### src/rtl/core/cfd_pkg.sv
// ----------------------------------------------------------------------------
// Complex FIR decimator package
// Shared types and constants for the controller, the datapath and the top level.
// ----------------------------------------------------------------------------
package cfd_pkg;

    // Input item kinds, carried in tuser.
    localparam logic FUNC_COEF   = 1'b0;
    localparam logic FUNC_SAMPLE = 1'b1;

    // Coefficient table selectors.
    localparam logic STAGE_FIRST = 1'b0;
    localparam logic STAGE_FINAL = 1'b1;

    // Configuration register indexes.
    localparam logic [1:0] CFG_FACTOR     = 2'd0;
    localparam logic [1:0] CFG_TWO_STAGE  = 2'd1;
    localparam logic [1:0] CFG_FIRST_TAPS = 2'd2;
    localparam logic [1:0] CFG_FINAL_TAPS = 2'd3;

    // Register widths and reset values.
    localparam int CFG_DATA_W   = 9;
    localparam int FACTOR_W     = 4;
    localparam int TAPCFG_W     = 9;
    localparam logic [FACTOR_W-1:0] FACTOR_RESET = 4'd4;
    localparam logic [FACTOR_W-1:0] FACTOR_MIN   = 4'd2;
    localparam logic [FACTOR_W-1:0] FACTOR_MAX   = 4'd8;

    // Sample and coefficient format.
    localparam int SAMPLE_W   = 16;
    localparam int PROD_W     = 32;
    localparam int ROUND_BIAS = 16384;
    localparam int FRAC_BITS  = 15;
    localparam int SAT_MAX    = 32767;
    localparam int SAT_MIN    = -32768;

    // Controller states.
    typedef enum logic [3:0] {
        S_IDLE   = 4'b0001,
        S_LAUNCH = 4'b0010,
        S_FIR    = 4'b0100,
        S_MID    = 4'b1000
    } t_state;

    // Which coefficients and which history one filter pass uses.
    typedef enum logic [1:0] {
        SEL_FIRST_IN   = 2'd0,
        SEL_SECOND_IN  = 2'd1,
        SEL_SECOND_MID = 2'd2
    } t_fir_sel;

    // Commands from controller to datapath.
    typedef struct packed {
        logic     coef_we;
        logic     push_in;
        logic     clear;
        logic     fir_start;
        t_fir_sel sel;
        logic     push_mid;
        logic     out_load;
    } t_cmd;

    // Status from datapath to controller.
    typedef struct packed {
        logic fir_done;
        logic out_busy;
    } t_status;

endpackage

### src/rtl/core/cfd_ctrl.sv
// ----------------------------------------------------------------------------
// Complex FIR decimator controller
// Accepts words, tracks the decimation phases and sequences the filter passes.
// ----------------------------------------------------------------------------
module cfd_ctrl #(
    parameter int MAX_TAP_COUNT = 257
) (
    input  logic                                    i_clk,
    input  logic                                    i_rst_n,
    input  logic                                    i_valid,
    input  logic                                    i_func,
    input  logic                                    i_start,
    input  logic [cfd_pkg::FACTOR_W-1:0]            i_factor,
    input  logic                                    i_two_stage,
    input  logic [cfd_pkg::TAPCFG_W-1:0]            i_first_taps,
    input  logic [cfd_pkg::TAPCFG_W-1:0]            i_final_taps,
    input  cfd_pkg::t_status                        i_status,
    output logic                                    o_ready,
    output cfd_pkg::t_cmd                           o_cmd,
    output logic [$clog2(MAX_TAP_COUNT+1)-1:0]      o_taps
);

    localparam int TW = $clog2(MAX_TAP_COUNT + 1);

    cfd_pkg::t_state   r_state, n_state;
    cfd_pkg::t_fir_sel r_sel, n_sel;
    logic [2:0]        r_in_phase, n_in_phase;
    logic              r_mid_phase, n_mid_phase;
    logic              r_emit2, n_emit2;

    logic                         accept;
    logic [cfd_pkg::FACTOR_W-1:0] factor;
    logic [2:0]                   ph;
    logic                         mph;

    // Clamp a configured tap count into the legal range.
    function automatic logic [TW-1:0] clamp_taps(input logic [cfd_pkg::TAPCFG_W-1:0] n);
        if (n == '0) begin
            return TW'(1);
        end else if (32'(n) > 32'(MAX_TAP_COUNT)) begin
            return TW'(MAX_TAP_COUNT);
        end
        return TW'(n);
    endfunction

    assign accept = i_valid && o_ready;
    assign o_ready = (r_state == cfd_pkg::S_IDLE);

    // Effective phases of this sample, after any start request.
    always_comb begin
        factor = i_factor;
        if (factor < cfd_pkg::FACTOR_MIN) begin
            factor = cfd_pkg::FACTOR_MIN;
        end else if (factor > cfd_pkg::FACTOR_MAX) begin
            factor = cfd_pkg::FACTOR_MAX;
        end
        ph  = i_start ? 3'd0 : r_in_phase;
        mph = i_start ? 1'b0 : r_mid_phase;
        if (!i_two_stage && ({1'b0, ph} >= factor)) begin
            ph = 3'd0;
        end
    end

    assign o_taps = (r_sel == cfd_pkg::SEL_FIRST_IN) ? clamp_taps(i_first_taps)
                                                     : clamp_taps(i_final_taps);

    // Next-state and command logic.
    always_comb begin
        n_state     = r_state;
        n_sel       = r_sel;
        n_in_phase  = r_in_phase;
        n_mid_phase = r_mid_phase;
        n_emit2     = r_emit2;
        o_cmd       = '0;
        o_cmd.sel   = r_sel;
        case (r_state)
            cfd_pkg::S_IDLE: begin
                if (accept && (i_func == cfd_pkg::FUNC_COEF)) begin
                    o_cmd.coef_we = 1'b1;
                end else if (accept) begin
                    o_cmd.push_in = 1'b1;
                    o_cmd.clear   = i_start;
                    n_mid_phase   = mph;
                    if (i_two_stage) begin
                        n_in_phase = {2'b00, ~ph[0]};
                        if (!ph[0]) begin
                            n_mid_phase = ~mph;
                            n_emit2     = !mph;
                            n_sel       = cfd_pkg::SEL_FIRST_IN;
                            n_state     = cfd_pkg::S_LAUNCH;
                        end
                    end else begin
                        n_in_phase = ({1'b0, ph} + 4'd1 == factor) ? 3'd0 : ph + 3'd1;
                        if (ph == 3'd0) begin
                            n_sel   = cfd_pkg::SEL_SECOND_IN;
                            n_state = cfd_pkg::S_LAUNCH;
                        end
                    end
                end
            end
            cfd_pkg::S_LAUNCH: begin
                o_cmd.fir_start = 1'b1;
                n_state         = cfd_pkg::S_FIR;
            end
            cfd_pkg::S_FIR: begin
                if (i_status.fir_done) begin
                    if (r_sel == cfd_pkg::SEL_FIRST_IN) begin
                        n_state = cfd_pkg::S_MID;
                    end else if (!i_status.out_busy) begin
                        o_cmd.out_load = 1'b1;
                        n_state        = cfd_pkg::S_IDLE;
                    end else begin
                        n_state = cfd_pkg::S_MID;
                    end
                end
            end
            cfd_pkg::S_MID: begin
                // Either store the middle sample, or wait for the output register.
                if (r_sel == cfd_pkg::SEL_FIRST_IN) begin
                    o_cmd.push_mid = 1'b1;
                    if (r_emit2) begin
                        n_sel   = cfd_pkg::SEL_SECOND_MID;
                        n_state = cfd_pkg::S_LAUNCH;
                    end else begin
                        n_state = cfd_pkg::S_IDLE;
                    end
                end else if (!i_status.out_busy) begin
                    o_cmd.out_load = 1'b1;
                    n_state        = cfd_pkg::S_IDLE;
                end
            end
            default: begin
                n_state = cfd_pkg::S_IDLE;
            end
        endcase
    end

    // State registers.
    always_ff @(posedge i_clk) begin
        if (!i_rst_n) begin
            r_state     <= cfd_pkg::S_IDLE;
            r_sel       <= cfd_pkg::SEL_SECOND_IN;
            r_in_phase  <= '0;
            r_mid_phase <= 1'b0;
            r_emit2     <= 1'b0;
        end else begin
            r_state     <= n_state;
            r_sel       <= n_sel;
            r_in_phase  <= n_in_phase;
            r_mid_phase <= n_mid_phase;
            r_emit2     <= n_emit2;
        end
    end

    // A filter pass only finishes while the controller waits for it.
    a_done_in_fir: assert property (@(posedge i_clk) disable iff (!i_rst_n)
        i_status.fir_done |-> (r_state == cfd_pkg::S_FIR))
        else $error("filter pass finished outside the wait state");

    // A launch is always followed by the wait for that pass.
    a_launch_then_fir: assert property (@(posedge i_clk) disable iff (!i_rst_n)
        (r_state == cfd_pkg::S_LAUNCH) |=> (r_state == cfd_pkg::S_FIR))
        else $error("launch not followed by a filter pass");

    // The output register is never overwritten while a word is still waiting.
    a_no_overwrite: assert property (@(posedge i_clk) disable iff (!i_rst_n)
        o_cmd.out_load |-> !i_status.out_busy)
        else $error("output word overwritten");

endmodule

### config.mk
export PLATFORM = sky130hd
export DESIGN_NAME = cfd_ctrl
export DESIGN_NICKNAME = d
export VERILOG_FILES = /design/src/rtl/core/cfd_pkg.sv /design/src/rtl/core/cfd_ctrl.sv
export SDC_FILE = /design/constraint.sdc
export NUM_CORES = 1
export LEC_CHECK = 0
export BUFFER_PORTS_ARGS = -buffer_cell sky130_fd_sc_hd__buf_2
export CAP_MARGIN = 15
export CORE_MARGIN = 2
export CORE_UTILIZATION = 47
export DETAILED_ROUTE_END_ITERATION = 10
export GPL_TIMING_DRIVEN = 0
export PLACE_DENSITY = 0.78
export REMOVE_ABC_BUFFERS = 1
export SLEW_MARGIN = 20
export SYNTH_ARGS = -nofsm -noshare
export SYNTH_HDL_FRONTEND = slang
export SYNTH_SLANG_ARGS = --single-unit
### constraint.sdc
create_clock -name i_clk -period 2.85 [get_ports i_clk]
set_input_delay 0.57 -clock i_clk [delete_from_list [all_inputs] [get_ports i_clk]]
set_output_delay 0.57 -clock i_clk [all_outputs]
set_load 0.02 [all_outputs]
# Word-level counts from Yosys, hierarchy flattened
# Cells that the tools add are included.
# word_totals
wordCells	94
reg_bits	11
out_inout_bits	18
in_bits	30
# classes
order_cmp	5
n_bitwise	4
n_eq_ne	13
muxes	51
n_reduce_logical	14
add_sub_neg	2
# ops
operator	count
$mux 9	7
$mux 4	12
$mux 2	10
$gt 9x9->1 const B	2
$logic_not 9->1	2
$pmux 4 s4	1
$mux 3	5
$mux 1	14
$ne 2x2->1 const B	4
$reduce_and 7->1	1
$ne 3x3->1 const B	2
$reduce_and 6->1	1
$reduce_and 5->1	1
$add 3x1->4 const B	1
$eq 4x1->1 const B	1
$eq 4x2->1 const B	1
$eq 4x3->1 const B	1
$eq 4x4->1	1
$eq 4x4->1 const B	1
$ge 3x4->1	1
$gt 4x4->1 const B	1
$lt 4x2->1 const B	1
$not 1->1	4
$pmux 2 s2	1
other kinds (10)	13

# Longest topological paths before layout
# Gate-level depths: netlist of the first run.
# depth
depth_word	12
depth_mapped	10
depth_no_buf	9

# Least setup slack after synthesis of the first run
# Ideal clock, no wire load.
# synth_timing
path_type	input to output
start	input port i_final_taps[3] (netlist name)
end	output port o_taps[1]
arrival_ns	1.816
path_stages	4
setup_slack_ns	0.464
cell_sequence	nor4_1 > nand2_1 > a211oi_1 > a22o_1
# synth_via
elab_chain_len	5
elab_cells_between_ends	7
classes_between	1 x order compare; 5 x mux; 1 x reduce/logical
# synth_rtl
element	line_no	rtl
start, declared	cfd_ctrl.sv:16	input logic [cfd_pkg::TAPCFG_W-1:0] i_final_taps,
$gt 9x9->1	cfd_ctrl.sv:40	end else if (32'(n) > 32'(MAX_TAP_COUNT)) begin
$mux 1	cfd_ctrl.sv:40	
$mux 1	cfd_ctrl.sv:38	if (n == '0) begin
$mux 9 (*)	cfd_ctrl.sv:43	return TW'(n);
$mux 9 (*)	cfd_ctrl.sv:64	assign o_taps = (r_sel == cfd_pkg::SEL_FIRST_IN) ? clamp_taps(i_first_taps)
end, declared	cfd_ctrl.sv:20	output logic [$clog2(MAX_TAP_COUNT+1)-1:0] o_taps
# Mark *: on every way between the ends. The rest lies on a longest branch, timed or not.

# Worst setup path after layout of the first run
# layout_timing
start	input port i_first_taps[3] (netlist name)
end	output port o_taps[5]
# layout_via
elab_chain_len	5
elab_cells_between_ends	7
classes_between	1 x order compare; 5 x mux; 1 x reduce/logical
# layout_rtl
element	line_no	rtl
start, declared	cfd_ctrl.sv:15	input logic [cfd_pkg::TAPCFG_W-1:0] i_first_taps,
$gt 9x9->1	cfd_ctrl.sv:40	
$mux 1	cfd_ctrl.sv:40	
$mux 1	cfd_ctrl.sv:38	
$mux 9 (*)	cfd_ctrl.sv:43	
$mux 9 (*)	cfd_ctrl.sv:64	
# Marks and branches as above.

==> results of run 1 <==
flip-flops by register name (all words and copies together), names as in the netlist:
| name | count |
|---|---|
| r_mid_phase | 1 |
| r_state | 4 |
| r_sel | 2 |
| r_emit2 | 1 |
| r_in_phase | 3 |
power by group through the flow:
stage	Clock [W]	Combinational (W)	Sequential, W
CTS	0.000111	0.000150	0.000171
floorplan	0	0.0000880	0.000173
global route	0.000117	0.000166	0.000172
global placement	0	0.000145	0.000174
detailed placement	0	0.000150	0.000174
finish	0.000106	0.000151	0.000171
layout by cell type (no fill, tap or decap), drive strengths merged, types with 2 or more instances in the layout:
master / n
nor2: 12
clkbuf: 4
a2111oi: 2
a21oi: 8
a32o: 2
nor2b: 5
nor4: 3
nand2: 10
a21boi: 2
o221ai: 2
a21o: 2
o21a: 3
xor2: 2
ha: 3
o2111ai: 3
nand2b: 2
mux2: 3
nor3: 6
buf: 47
inv: 8
and2: 2
dfxtp: 11
o21ai: 7
nor4b: 3
or3: 4
nor3b: 2
a22o: 8
final cells by class:
class / count / area share (%)
Multi-Input combinational cell: 112 / 59.80
Inverter: 8 / 2.208
Sequential cell: 11 / 16.19
Tap cell: 28 / 2.576
Timing Repair Buffer: 47 / 17.30
Clock buffer: 4 / 1.932
what timing repair did:
action / in CTS / in global routing
endpoints found under the setup margin: 0 / 8
setup buffers: 0 / 0
resized for setup: 0 / 1
tightest hold or removal path: stages (launching register included):
cell      delay (ns)
dfxtp_1         0.31
nand2_1         0.05
a21boi_1        0.05
worst min-delay path by stage:
| stage | end | slack (ns) |
|---|---|---|
| 2_1_floorplan | r_emit2 | 0.43 |
| 3_3_place_gp | r_emit2 | 0.44 |
| 3_5_place_dp | r_emit2 | 0.45 |
| 4_1_cts | r_emit2 | 0.46 |
| 5_1_grt | r_emit2 | 0.47 |
| 6_report | r_emit2 | 0.45 |
layer usage:
metal	wire length, um	GRT usage (%)	share of wire, %
met5	0	0	0
met4	14	2.632	0.50
met3	133	4.598	4.8
met2	1383	34.60	50
met1	1248	28.65	45
cells by family (layout without fill, tap and decap cells):
| kind of cell | Yosys count | in the layout | share of synthesized area [%] |
|---|---|---|---|
| and+or+nand+nor | 56 | 56 | 31.38 |
| buffers and inverters | 14 | 59 | 5.517 |
| AOI/OAI and AO/OA | 48 | 48 | 34.72 |
| DFF | 11 | 11 | 20.23 |
| muxes | 3 | 3 | 3.103 |
| xor gates and xnor gates | 2 | 2 | 1.609 |
| adders and majority gates | 3 | 3 | 3.449 |
per-stage QoR:
step / cell area [sq um] / setup WS [ns] / instances / utilization, %
2_1_floorplan: 1059 / 0.4643 / 131 / -
3_3_place_gp: 1329 / 0.1336 / 206 / 60.65
3_5_place_dp: 1329 / 0.07844 / 206 / 60.65
4_1_cts: 1355 / 0.07027 / 210 / 61.85
5_1_grt: 1360 / 0.1163 / 210 / 62.08
6_report: 1360 / 0.2243 / 210 / 62.08
==> run metrics, run 1 <==
Die Area 0.002717 sq mm; share of layout cells above drive strength 1 34.07%; global-route wire length before repair 4429 um; Ys Warns 0; Critical Path Slowest Stage Cell a2111oi_4; final hold vios 0; Hold WC Path Type flop to flop; Worst setup endpoint o_taps[5]; critical path class input port to output pin; Seq cells post-synth 11; EDFF count, synth 0; htree depth 1; combinational share of power 35.3%; endpoint type of the worst setup path output pin; Seq/Total Area, Yosys 20.23%; CP Data Arrival Time 2.06 ns; clk sinks 11; Skew-Pair Late Insertion Delay 0.27 ns; top cells by count, synth nor2_1 (12), dfxtp_1 (11), nand2_1 (10); total CTS buffers 3; Slew Limit Headroom 65.90%; cts hold-fix bufs 0; CTS max path bufs 2; MaxCap Viol Count 0; largest net degree at the start of global routing 13; Peak Freq 380.8 MHz; Worst Setup SP i_first_taps[3]; Antenna Nets Post-Route 0; Syn Inst Count 137; Overflow after GRT 0; Worst path depth 6; Hold WS 0.4525 ns; Buf+Inv Stages, Crit Path 2; Post-Syn Area 0.001089 sq mm; Tot Pwr 0.0004275 W; Port Buffer Count 47; R2R Path Start r_in_phase[0]; CTS tree yes; most area-hungry cell type in the Yosys netlist dfxtp_1; Seq. cell area 220.2 sq um; core area 0.002191 sq mm; count leader, synth nor2_1; Total Wirelength 2780 um; run status complete, no violations; Max Slew Vio Count 0; FP Rows 17; CP top delay family compound AO/OA/AOI/OAI gates; via count 1,209; chip height 52.13 um; I/O pins 48; 1st-iter DRT viols 30; Crit path top cell by count buf_2; Die Span X 52.13 um; Slew @ Worst Pin 0.5091 ns; initial core utilization 49.69%; terminus of the critical flop-to-flop path r_in_phase[0]; Setup Viol. Count Final 0; Tcrit/Tclk final 92.13%; startpoint types input port; max incr delay on CP 0.58 ns; initial antenna violation count 0; top cell type's share of synthesized area 20.23%; RePlAce Congestion 0.8697; diodes inserted 0; hold path startpoint r_emit2; Pwr Density 314.4 mW/mm^2; Flop pwr share 39.9%; vias per cell 5.757; average wire per standard cell 13.24 um; Final nets 216; Post-synth ARST share 0%; Worst VDD drop 0.0002326 V; Syn Area/Cell 7.946 sq um; P_int 0.0002786 W; total negative slack 0 ns; hold path cells 2; Area Growth Syn to Fin 24.94%; clock share of power 24.8%; crit path cell chain buf_2 -> nor4_1 -> nand2_1 -> a2111oi_4 -> a22o_1 -> buf_2; Area contributors post-synth dfxtp_1 (20%), a22o_1 (6.4%), nor2_1 (4.1%); HPWL Detailed 2213 um; CP max FO 8; Worst Reg2Reg Path Length in Cells 8; Leakage 0.6152 nW; NetSw 0.0001489 W; area occupied by multi-input gates 813.3 sq um; reg2reg setup slack 0.57 ns; unrepaired setup endpoints after global routing false; CP Data Required Time 2.28 ns; vias in the first global route 1,031; minimum clock period 2.626 ns; Post-synth top flop dfxtp_1; 1st-pass router iterations 5; Filler Cells Inserted 207; All-Layer GR Usage 21.01%; Worst-path clk slew 0.07 ns; clock root cell clkbuf_4; switch share 34.84%; DRC violations left 0; Yosys cell types 51; skew final 0.002402 ns
No activity file was read; power rests on OpenSTA's default activity.
==> run 2, diff against run 1 <==
Settings changed: CORE_ASPECT_RATIO set to 1.5.
==> run metrics, run 2 (synthesis results as in run 1) <==
run status complete, no violations; Flop pwr share 40.1% (+0.2 points); Hold WC Path Type flop to flop; clk sinks 11 (unchanged); FP Rows 21 (+4); Antenna Nets Post-Route 0 (unchanged); Crit path top cell by count buf_2; 1st-iter DRT viols 35 (+17%); share of layout cells above drive strength 1 34.07% (unchanged); CTS tree yes; endpoint type of the worst setup path output pin; Post-CTS Setup Inserts 0 (unchanged); combinational share of power 35.3% (about the same); initial antenna violation count 0 (unchanged); All-Layer GR Usage 21.38% (+0.36 points); diodes inserted 0 (unchanged); terminus of the critical flop-to-flop path r_in_phase[0]; switch share 34.91% (+0.079 points); setup ws final 0.1707 ns (-0.05361 ns); max incr delay on CP 0.61 ns (+0.03 ns); most common cell after layout, fill and taps aside buf_2; Worst Reg2Reg Path Length in Cells 8 (unchanged); Worst VDD drop 0.0001865 V (-20%); CP max FO 8 (unchanged); Hold WS 0.4554 ns (+0.002899 ns); unrepaired setup endpoints after global routing false; average wire per standard cell 14.29 um (+7.9%); Port Buffer Count 47 (unchanged); Final nets 216 (unchanged); Pwr Density 315.9 mW/mm^2 (+0.50%); Filler Cells Inserted 208 (+0.48%); CTS-repair resized insts 0 (unchanged); Die Area 0.002725 sq mm (+0.29%); Area Growth Syn to Fin 24.37%; fin area 0.001354 sq mm (-0.46%); RePlAce Congestion 0.8556 (-1.6%); Largest regs r_state (4), r_in_phase (3), r_sel (2); Slew Limit Headroom 63.31% (-2.6 points); MaxCap Viol Count 0 (unchanged); most frequent cells in the layout buf_2 (47), nor2_1 (12), dfxtp_1 (11); Seq. cell area 220.2 sq um (unchanged); CP Data Arrival Time 2.11 ns (+0.05 ns); Setup Viol. Count Final 0 (unchanged); Die Span X 43.30 um (-17%); area occupied by multi-input gates 813.3 sq um (unchanged); final hold vios 0 (unchanged); Overflow after GRT 0 (unchanged); via count 1,273 (+5.3%); HPWL Detailed 2325 um (+5.1%); minimum clock period 2.679 ns (+0.05361 ns); initial core utilization 49.32% (-0.37 points); NetSw 0.0001493 W (+0.27%); htree depth 1 (unchanged); Largest register FFs 4 (unchanged); 1st-pass router iterations 4 (-1); Max Slew Vio Count 0 (unchanged); cts hold-fix bufs 0 (unchanged); Skew-Pair Late Insertion Delay 0.26 ns (about the same); Biggest register r_state; DRC violations left 0 (unchanged); Peak Freq 373.2 MHz (-2.0%); reg2reg setup slack 0.50 ns (-0.07 ns); R2R Path Start r_in_phase[0]; vias per cell 6.210 (+7.9%); clock root cell clkbuf_4; CTS max path bufs 2 (unchanged); global-route wire length before repair 4733 um (+6.9%); P_int 0.0002784 W (about the same); startpoint types input port; Worst Setup SP i_first_taps[3]; Total Wirelength 2929 um (+5.4%); Place WS 0.08162 ns (+0.003175 ns); Worst setup endpoint o_taps[5]; clock share of power 24.6% (-0.2 points); Leakage 0.6152 nW (unchanged); Slew @ Worst Pin 0.5503 ns (+0.04120 ns); total CTS buffers 3 (unchanged); Tcrit/Tclk final 94.01% (+1.9 points); I/O pins 48 (unchanged); Worst-path clk slew 0.07 ns (about the same); largest net degree at the start of global routing 13 (unchanged); total negative slack 0 ns (unchanged); chip height 62.94 um (+21%); crit path cell chain buf_2 -> nor4_1 -> nand2_1 -> a2111oi_4 -> a22o_1 -> buf_2; CP Data Required Time 2.28 ns (about the same); critical path class input port to output pin; vias in the first global route 1,150 (+12%); core area 0.002207 sq mm (+0.74%); skew final 0.001242 ns (-0.001161 ns); Critical Path Slowest Stage Cell a2111oi_4; instance area at placement 0.001323 sq mm (-0.47%)
[run 2: layout make-up]
cell class	instances	area share, %
multi-input cells	112	60.07
repair buffers	47	17.38
flip-flops and latches	11	16.27
inverters	8	2.218
well taps	23	2.126
clock buffers	4	1.941
[run 2: layer usage]
layer / vias to the layer above / wire, um / GRT usage (%)
met5: - / 0 / 0
met2: 54 / 1573 / 39.37
met4: 0 / 53 / 9.470
li1: 617 / - / -
met3: 6 / 168 / 1.156
met1: 596 / 1133 / 23.94
[run 2: worst min-delay path by stage]
stage | cells after the start | to | slack [ns] | startpoint
global route | 2 | r_emit2 | 0.49 | r_emit2
CTS | 2 | r_emit2 | 0.46 | r_emit2
detailed placement | 2 | r_emit2 | 0.45 | r_emit2
global placement | 2 | r_emit2 | 0.45 | r_emit2
floorplan | 2 | r_emit2 | 0.43 | r_emit2
finish | 2 | r_emit2 | 0.46 | r_emit2
[run 2: power groups by stage]
stage	Clock, W	Combinational (W)	Sequential [W]
after floorplan	0	0.0000880	0.000173
after global placement	0	0.000145	0.000174
after detailed placement	0	0.000150	0.000175
after CTS	0.000107	0.000151	0.000171
after global routing	0.000115	0.000164	0.000172
final	0.000105	0.000151	0.000171
[run 2: stage by stage]
step	power, W	utilization, %	instances
final	0.0004277	61.34	205
after global routing	0.0004516	61.34	205
after CTS	0.0004289	61.11	205
after detailed placement	0.0003247	59.92	201
after global placement	0.0003190	59.92	201
after floorplan	0.0002609	-	131
[run 2: critical path, delay by kind of cell]
kind	cells	cell delay (ns)
AO/OA/AOI/OAI	2	0.86
buffers and inverters	2	0.28
AND/OR/NAND/NOR	2	0.41
==> run 3, diff against run 2 <==
Settings changed: BUFFER_PORTS_ARGS -buffer_cell sky130_fd_sc_hd__buf_2 to -buffer_cell sky130_fd_sc_hd__buf_4.
==> run metrics, run 3 (synthesis results as in run 1) <==
vias in the first global route 1,179 (+2.5%); most common cell after layout, fill and taps aside buf_4; fin util 66.67% (+5.3 points); htree depth 1 (unchanged); Peak Freq 384.6 MHz (+3.0%); most frequent cells in the layout buf_4 (47), nor2_1 (12), dfxtp_1 (11); CP max FO 8 (unchanged); Biggest register r_state; Largest regs r_state (4), r_in_phase (3), r_sel (2); skew final 0.001537 ns (+0.0002952 ns); Antenna Nets Post-Route 0 (unchanged); Area Growth Syn to Fin 35.17%; Largest register FFs 4 (unchanged); Slew @ Worst Pin 0.5498 ns (-0.0004836 ns); total negative slack 0 ns (unchanged); Tcrit/Tclk final 91.24% (-2.8 points); Hold WC Path Type flop to flop; CP Data Required Time 2.28 ns (about the same); CTS tree yes; Worst-path clk slew 0.07 ns (about the same); Die Span X 43.30 um (unchanged); share of layout cells above drive strength 1 34.07% (unchanged); core area 0.002207 sq mm (unchanged); max incr delay on CP 0.58 ns (-0.03 ns); diodes inserted 0 (unchanged); Die Area 0.002725 sq mm (unchanged); HPWL Detailed 2323 um (about the same); MaxCap Viol Count 0 (unchanged); Port Buffer Count 47 (unchanged); CTS-repair resized insts 0 (unchanged); cts hold-fix bufs 0 (unchanged); FP Rows 21 (unchanged); initial core utilization 49.32% (unchanged); final hold vios 0 (unchanged); average wire per standard cell 13.96 um (-2.3%); RePlAce Congestion 0.8446 (-1.3%); total CTS buffers 3 (unchanged); CP Data Arrival Time 2.03 ns (-0.08 ns); clock root cell clkbuf_4; Final nets 216 (unchanged); Setup Viol. Count Final 0 (unchanged); Overflow after GRT 0 (unchanged); DRC violations left 0 (unchanged); CTS max path bufs 2 (unchanged); 1st-iter DRT viols 22 (-37%); Skew-Pair Late Insertion Delay 0.27 ns (about the same); clk sinks 11 (unchanged); crit path cell chain buf_4 -> nor4_1 -> nand2_1 -> a2111oi_4 -> a22o_1 -> buf_4; 1st-pass router iterations 4 (unchanged); critical path class input port to output pin; Crit path top cell by count buf_4; Leakage 0.6483 nW (+5.4%); Total Wirelength 2862 um (-2.3%); minimum clock period 2.600 ns (-0.07893 ns); endpoint type of the worst setup path output pin; startpoint types input port; largest net degree at the start of global routing 13 (unchanged); vias per cell 5.961 (-4.0%); Critical Path Slowest Stage Cell a2111oi_4; Worst VDD drop 0.0002879 V (+54%); All-Layer GR Usage 21.76% (+0.39 points); global-route wire length before repair 4823 um (+1.9%); initial antenna violation count 0 (unchanged); unrepaired setup endpoints after global routing false; chip height 62.94 um (unchanged); Max Slew Vio Count 0 (unchanged); Pwr Density 305.2 mW/mm^2 (-3.4%); I/O pins 48 (unchanged); Post-CTS Setup Inserts 0 (unchanged); via count 1,222 (-4.0%); run status complete, no violations; Slew Limit Headroom 63.17% (-0.14 points)
## run 3: cell counts in the layout (fill, tap and decap cells not counted)
Identical to the previous run, type by type.
## run 3: worst max-delay path, delay by kind of cell
| family | cells | cell delay, ns |
|---|---|---|
| buffers and inverters | 2 | 0.25 |
| AO/OA/AOI/OAI | 2 | 0.81 |
| AND/OR/NAND/NOR | 2 | 0.40 |
## run 3: worst paths after layout
kind | start | to | slack, ns | cells after the start
worst max-delay path | i_first_taps[3] | o_taps[7] | 0.25 | 6
worst min-delay path | r_emit2 | r_emit2 | 0.46 | 2
worst max register to register | r_in_phase[0] | r_in_phase[0] | 0.47 | 8
worst min register to register | r_emit2 | r_emit2 | 0.46 | 2
## run 3: metal layers
| metal | global-route usage (%) | wire, um | part of all wire, % | vias up |
|---|---|---|---|---|
| met2 | 41.60 | 1565 | 55 | 42 |
| met5 | 0 | 0 | 0 | - |
| met3 | 2.890 | 146 | 5.1 | 7 |
| met1 | 23.02 | 1104 | 39 | 557 |
| met4 | 7.197 | 46 | 1.6 | 0 |
| li1 | - | - | - | 616 |
## run 3: area by class of cell
| cell class | count | area [sq um] |
|---|---|---|
| inverter | 8 | 30.03 |
| fill | 196 | 735.7 |
| timing repair buffer | 47 | 352.8 |
| sequential | 11 | 220.2 |
| multi-input combinational | 112 | 813.3 |
| clock buffer | 4 | 26.28 |
| tap | 23 | 28.78 |
## run 3: where the power goes
group          leakage [nW]  internal [W]  total (W)  switching, W
Combinational         0.544     0.0000843   0.000171     0.0000867
Clock                0.0150     0.0000543   0.000107     0.0000528
Sequential           0.0895      0.000160   0.000171     0.0000110
## run 3: stage by stage
stage | cells | hold WS, ns | power [W] | area, sq um | setup WS, ns
after global placement | 201 | 0.4527 | 0.0003409 | 1440 | 0.09698
after detailed placement | 201 | 0.4528 | 0.0003446 | 1440 | 0.02310
after global routing | 205 | 0.4872 | 0.0004746 | 1471 | 0.1217
final | 205 | 0.4581 | 0.0004490 | 1471 | 0.2496
after floorplan | 131 | 0.4305 | 0.0002609 | 1059 | 0.4643
after CTS | 205 | 0.4627 | 0.0004510 | 1466 | 0.02586
